==> src/sv/quote_aware_space_stripper_core_defines.svh <==
// ----------------------------------------------------------------------------
// quote_aware_space_stripper_core_defines
// assertion macros used by the stripper rtl
// ----------------------------------------------------------------------------
`ifndef QUOTE_AWARE_SPACE_STRIPPER_CORE_DEFINES_SVH
`define QUOTE_AWARE_SPACE_STRIPPER_CORE_DEFINES_SVH

// same-cycle implication, disabled during reset
`define QASS_ASSERT_NOW(lbl, ck, rstn, ante, cons) \
	lbl: assert property (@(posedge ck) disable iff (!(rstn)) (ante) |-> (cons)) \
		else $error("assertion failed");

// next-cycle implication, disabled during reset
`define QASS_ASSERT_NEXT(lbl, ck, rstn, ante, cons) \
	lbl: assert property (@(posedge ck) disable iff (!(rstn)) (ante) |=> (cons)) \
		else $error("assertion failed");

`endif

==> src/sv/qass_pkg.sv <==
// ----------------------------------------------------------------------------
// qass_pkg
// character codes and result type for the quote-aware space stripper
// ----------------------------------------------------------------------------
package qass_pkg;

	localparam logic [7:0] CH_DQ    = 8'h22;
	localparam logic [7:0] CH_SQ    = 8'h27;
	localparam logic [7:0] CH_BLANK = 8'h20;

	typedef struct packed {
		logic [7:0] ch;
		logic       keep;
		logic       err;
		logic       last;
	} result_t;

endpackage

==> src/sv/quote_aware_space_stripper_core.sv <==
// ----------------------------------------------------------------------------
// quote_aware_space_stripper_core
// strips blanks outside quoted strings, flags separated same-kind quotes
// ----------------------------------------------------------------------------
// usage:
//   input channel in_valid/in_ready carries one byte (in_char) and in_last.
//   output channel out_valid/out_ready returns one transaction per input:
//   out_char equal to the byte, keep, syntax_error and out_last.
//   out_valid rises once the byte has passed through the input register,
//   then the mode update and result logic into the result register; a full
//   result register with out_ready low holds the byte in the input register.
//   throughput is one byte per cycle while out_ready is high; the scan mode
//   register is the only loop and updates as each byte advances.
//   a stalled receiver holds the result register; the input register still
//   takes a byte when the result register is free or drains in that cycle,
//   so in_ready drops only when both stages are full and out_ready is low.
//   reset empties both stages and sets the scan mode to outside any string.
//   after a transaction with in_last the mode returns to outside any string.
// ----------------------------------------------------------------------------
`include "quote_aware_space_stripper_core_defines.svh"

module quote_aware_space_stripper_core (
	input  logic       clk,
	input  logic       arst_n,
	input  logic       in_valid,
	output logic       in_ready,
	input  logic [7:0] in_char,
	input  logic       in_last,
	output logic       out_valid,
	input  logic       out_ready,
	output logic [7:0] out_char,
	output logic       keep,
	output logic       syntax_error,
	output logic       out_last
);

	typedef enum logic [2:0] {
		NORMAL,
		IN_DQ,
		DQ_QUOTE,
		DQ_BLANK,
		IN_SQ,
		SQ_QUOTE,
		SQ_BLANK,
		ERR
	} mode_t;

	mode_t                mode_q;
	mode_t                mode_next;
	mode_t                out_mode;
	logic                 out_keep;
	logic                 v_s1;
	logic [7:0]           char_s1;
	logic                 last_s1;
	logic                 v_s2;
	qass_pkg::result_t    res_s2;
	qass_pkg::result_t    res_next;
	logic                 adv;
	logic                 is_dq;
	logic                 is_sq;
	logic                 is_blank;

	assign adv      = v_s1 && (!v_s2 || out_ready);
	assign in_ready = !v_s1 || adv;

	assign is_dq    = (char_s1 == qass_pkg::CH_DQ);
	assign is_sq    = (char_s1 == qass_pkg::CH_SQ);
	assign is_blank = (char_s1 == qass_pkg::CH_BLANK);

	// handling of a byte outside any string
	always_comb begin
		out_keep = !is_blank;
		if (is_dq) begin
			out_mode = IN_DQ;
		end else if (is_sq) begin
			out_mode = IN_SQ;
		end else begin
			out_mode = NORMAL;
		end
	end

	always_comb begin
		res_next.ch   = char_s1;
		res_next.keep = 1'b1;
		res_next.err  = 1'b0;
		res_next.last = last_s1;
		mode_next     = NORMAL;
		case (mode_q)
			NORMAL: begin
				res_next.keep = out_keep;
				mode_next     = out_mode;
			end
			IN_DQ: begin
				mode_next = is_dq ? DQ_QUOTE : IN_DQ;
			end
			IN_SQ: begin
				mode_next = is_sq ? SQ_QUOTE : IN_SQ;
			end
			DQ_QUOTE: begin
				if (is_dq) begin
					mode_next = IN_DQ;
				end else if (is_blank) begin
					res_next.keep = 1'b0;
					mode_next     = DQ_BLANK;
				end else begin
					res_next.keep = out_keep;
					mode_next     = out_mode;
				end
			end
			SQ_QUOTE: begin
				if (is_sq) begin
					mode_next = IN_SQ;
				end else if (is_blank) begin
					res_next.keep = 1'b0;
					mode_next     = SQ_BLANK;
				end else begin
					res_next.keep = out_keep;
					mode_next     = out_mode;
				end
			end
			DQ_BLANK: begin
				if (is_blank) begin
					res_next.keep = 1'b0;
					mode_next     = DQ_BLANK;
				end else if (is_dq) begin
					res_next.keep = 1'b0;
					res_next.err  = 1'b1;
					mode_next     = ERR;
				end else begin
					res_next.keep = out_keep;
					mode_next     = out_mode;
				end
			end
			SQ_BLANK: begin
				if (is_blank) begin
					res_next.keep = 1'b0;
					mode_next     = SQ_BLANK;
				end else if (is_sq) begin
					res_next.keep = 1'b0;
					res_next.err  = 1'b1;
					mode_next     = ERR;
				end else begin
					res_next.keep = out_keep;
					mode_next     = out_mode;
				end
			end
			ERR: begin
				res_next.keep = 1'b0;
				res_next.err  = 1'b1;
				mode_next     = ERR;
			end
			default: begin
				res_next.keep = out_keep;
				mode_next     = out_mode;
			end
		endcase
	end

	always_ff @(posedge clk or negedge arst_n) begin
		if (!arst_n) begin
			v_s1   <= 1'b0;
			v_s2   <= 1'b0;
			mode_q <= NORMAL;
		end else begin
			if (in_ready) begin
				v_s1 <= in_valid;
			end
			if (adv) begin
				v_s2   <= 1'b1;
				mode_q <= last_s1 ? NORMAL : mode_next;
			end else if (out_ready) begin
				v_s2 <= 1'b0;
			end
		end
	end

	always_ff @(posedge clk) begin
		if (in_ready && in_valid) begin
			char_s1 <= in_char;
			last_s1 <= in_last;
		end
		if (adv) begin
			res_s2 <= res_next;
		end
	end

	assign out_valid    = v_s2;
	assign out_char     = res_s2.ch;
	assign keep         = res_s2.keep;
	assign syntax_error = res_s2.err;
	assign out_last     = res_s2.last;

	// flagged bytes are never kept
	`QASS_ASSERT_NOW(a_err_drops, clk, arst_n, v_s2 && res_s2.err, !res_s2.keep)
	// last transaction puts the scanner back outside any string
	`QASS_ASSERT_NEXT(a_last_resets, clk, arst_n, adv && last_s1, mode_q == NORMAL)
	// blank outside any string is dropped
	`QASS_ASSERT_NEXT(a_blank_drop, clk, arst_n,
		adv && (mode_q == NORMAL) && is_blank, !res_s2.keep)
	// pending error keeps the flag up
	`QASS_ASSERT_NEXT(a_err_held, clk, arst_n, adv && (mode_q == ERR), res_s2.err)
	// free result register means the input side never stalls
	`QASS_ASSERT_NOW(a_no_stall, clk, arst_n, !v_s2, in_ready)

endmodule
==> config.mk <==
export PLATFORM = sky130hd
export DESIGN_NAME = quote_aware_space_stripper_core
export DESIGN_NICKNAME = d
export VERILOG_FILES = /design/src/sv/qass_pkg.sv /design/src/sv/quote_aware_space_stripper_core.sv
export VERILOG_INCLUDE_DIRS = /design/src /design/src/sv
export SDC_FILE = /design/constraint.sdc
export NUM_CORES = 1
export LEC_CHECK = 0
export ABC_AREA = 1
export BUFFER_PORTS_ARGS = -buffer_cell sky130_fd_sc_hd__buf_2
export CORE_ASPECT_RATIO = 1.75
export CORE_UTILIZATION = 50
export CTS_CLUSTER_SIZE = 8
export DETAILED_ROUTE_END_ITERATION = 8
export GPL_TIMING_DRIVEN = 0
export PLACE_DENSITY = 0.74
export SYNTH_ARGS = -nofsm -noshare
export SYNTH_HDL_FRONTEND = slang
export SYNTH_SLANG_ARGS = --single-unit
==> constraint.sdc <==
create_clock -name clk -period 3.6 [get_ports clk]
set_input_delay 0.18 -clock clk [delete_from_list [all_inputs] [get_ports clk]]
set_output_delay 0.18 -clock clk [all_outputs]
set_load 0.02 [all_outputs]
==> impl_metrics.tcl <==
set metrics [dict create \
    place_ws_ps 2120 \
    num_vias 892 \
    synth_flop_cell "edfxtp_1" \
    first_global_vias 875 \
    start_util_pct 52.3 \
    tritoncts "done" \
    timing.critical_path.to "keep" \
    synth-async-reset-ratio_pct 20.0 \
    worstPathArrival_ps 1540 \
    yosys.area.top_type "edfxtp_1" \
    synth-seq-cells 25 \
    numCtsBuffers 3 \
    yosysMostFrequentCell "nand2_1" \
    yosys_warnings 0 \
    multiInputGateArea_um2 384 \
    synth_top_area_share_pct 50.5 \
    drv_slew 0 \
    r2r_end "keep" \
    nNetsFinal 163 \
    detail_route.wirelength_mm 2.08 \
    hold_viol 0 \
    setup_violations 0 \
    status "finished, final reports clean" \
    syn_nets 132 \
    timing.setup.tns_ps 0 \
    cts_root_buffer "clkbuf_8" \
    clkTransAtPathRegs_ps 90 \
    cp.required_ps 3620 \
    path_class "reg2reg" \
    grt_antenna_before_repair 0 \
    fmax_mhz 657 \
    ir_drop_v 0.000334 \
    cp-end-kind "register" \
    grt_overflow 0 \
    reg2reg_from "char_s1[3]" \
    coreArea_um2 2270 \
    grt_first_pass_wirelength_mm 3.53 \
    drive_above_1_share_pct 34.2 \
    place_inst 169 \
    antenna_cells 0 \
    hpwl_mm 1.70 \
    seq_area_frac_synth_pct 61.1 \
    die_h_um 66.5 \
    holdCritPathClass "in2reg" \
    syn-cell-area_um2 1190 \
    htreeDepth 1 \
    final.fill_count 191 \
    final-instance-count-excl-fill 174 \
    synth_common_cells "nand2_1, edfxtp_1, nand3_1" \
    track_usage_pct 19.1 \
    layout_setup_ws_ps 2080 \
    tightestPinTransition_ps 426 \
    startpoint_type "register" \
    rows 23 \
    cts.path.max_buffers 2 \
    synth.top_cells.by_area "edfxtp_1, dfrtp_1, nand2_1" \
    rsz0062_at_grt "false" \
    cap_violations 0 \
    ys_types 21 \
    ant_nets 0 \
    whs_ps 78.1 \
    worstSetupStartpoint "char_s1[3]" \
    gp_congestion 0.862 \
    die_w_um 38.9 \
    drt-vias-per-instance 5.13 \
    max-slew-margin-rel_pct 71.5 \
    grt_max_degree 17 \
    skew_ps 9.84 \
    synth_area_per_cell_um2 9.99 \
    area_growth_pct 18.2 \
    power_density_nw_per_um2 430 \
    synth-edff-count 20 \
    min_period_ps 1520 \
    io_pins 26 \
    post_cts_resized 0 \
    dieArea_um2 2580 \
    routedWlPerCell_um 11.9 \
    port_buffers 25 \
    worstSkewPairLatency_ps 270 \
    ff2ff_path_depth 8 \
    p_leak_nw 0.705 \
    timing.final.crit_share_pct 42.3 \
    dr.first_iter.drc_count 23 \
    ff2ff_setup_slack_ps 2080 \
    register_area_um2 726 \
    cts.sink_count 25 \
    synthCells 119 \
    drtPass1Iterations 4 \
    drcViolationCount 0 \
    critPathMaxFanout 6 \
]
==> worst max-delay path: stages (launching register included) <==
cell and delay, ps:
edfxtp_1 410, inv_2 80, nand2_1 70, nor2_1 210
nand2_2 140, nand3_1 100, nand3_1 90, a21oi_1 120
nand2_1 70
==> where the power goes <==
part	total, mW	switching (mW)	internal (mW)
Sequential	0.355	0.0108	0.344
Combinational	0.0781	0.0553	0.0228
Clock	0.171	0.0902	0.0809
Total	0.604	0.156	0.447
==> sequential cells by signal, summed over array words and instances (netlist names) <==
| register | cells |
|---|---|
| keep | 1 |
| mode_q | 3 |
| last_s1 | 1 |
| out_char | 8 |
| out_last | 1 |
| syntax_error | 1 |
| out_valid | 1 |
| v_s1 | 1 |
| char_s1 | 8 |
==> how the worst min path moves through the flow <==
stage,slack (ps),start,end,cells after the start
floorplan,-120,arst_n,mode_q[0],0
global placement,-3,arst_n,mode_q[0],1
detailed placement,-2,arst_n,out_valid,1
CTS,80,in_char[2],char_s1[2],1
global route,70,in_char[4],char_s1[4],1
finish,80,in_last,last_s1,1
==> layout by cell type, fill, tap and decap left out, types with 2 or more instances in the layout <==
| cell | n |
|---|---|
| buf_2 | 25 |
| nand2_2 | 4 |
| inv_2 | 8 |
| a21oi_1 | 5 |
| nor3_2 | 2 |
| dfrtp_1 | 5 |
| nand3_1 | 12 |
| nand2_4 | 2 |
| edfxtp_1 | 20 |
| nand2_1 | 28 |
| nor2_2 | 2 |
| nor2_1 | 11 |
| clkbuf_8 | 3 |
| inv_1 | 11 |
==> per-stage QoR <==
stage | cell area (µm²) | utilization, % | power, mW
after global placement | 1350 | 59.2 | 0.436
final | 1410 | 61.8 | 0.604
after global routing | 1410 | 61.8 | 0.628
after CTS | 1410 | 61.8 | 0.607
after floorplan | 1190 | - | 0.409
after detailed placement | 1350 | 59.2 | 0.440
==> area by class of cell <==
type | instances | area share [%]
buffer | 1 | 0.534
clock buffer | 3 | 2.94
clock inverter | 1 | 0.623
inverter | 19 | 5.08
multi-input combinational | 74 | 27.3
sequential | 25 | 51.6
tap | 25 | 2.23
timing repair buffer | 26 | 9.62
==> logic make-up (layout without fill, tap and decap cells) <==
group	Yosys count	in the layout	synth area share, %
flops	25	25	61.1
simple gates	64	64	27.3
buf+inv	20	50	6.63
compound gates	10	10	5.05
==> repair_timing <==
item | CTS | global route
hold buffers | 1 | 0
hold endpoints to repair | 5 | 0
setup buffers | 0 | 0
==> routing by layer <==
metal	track usage (%)	part of all wire, %
met5	0	0
met4	3.88	0.24
met3	2.00	3.7
met2	37.1	57
met1	20.8	39
Note: power is estimated with default switching activity, not from simulation.
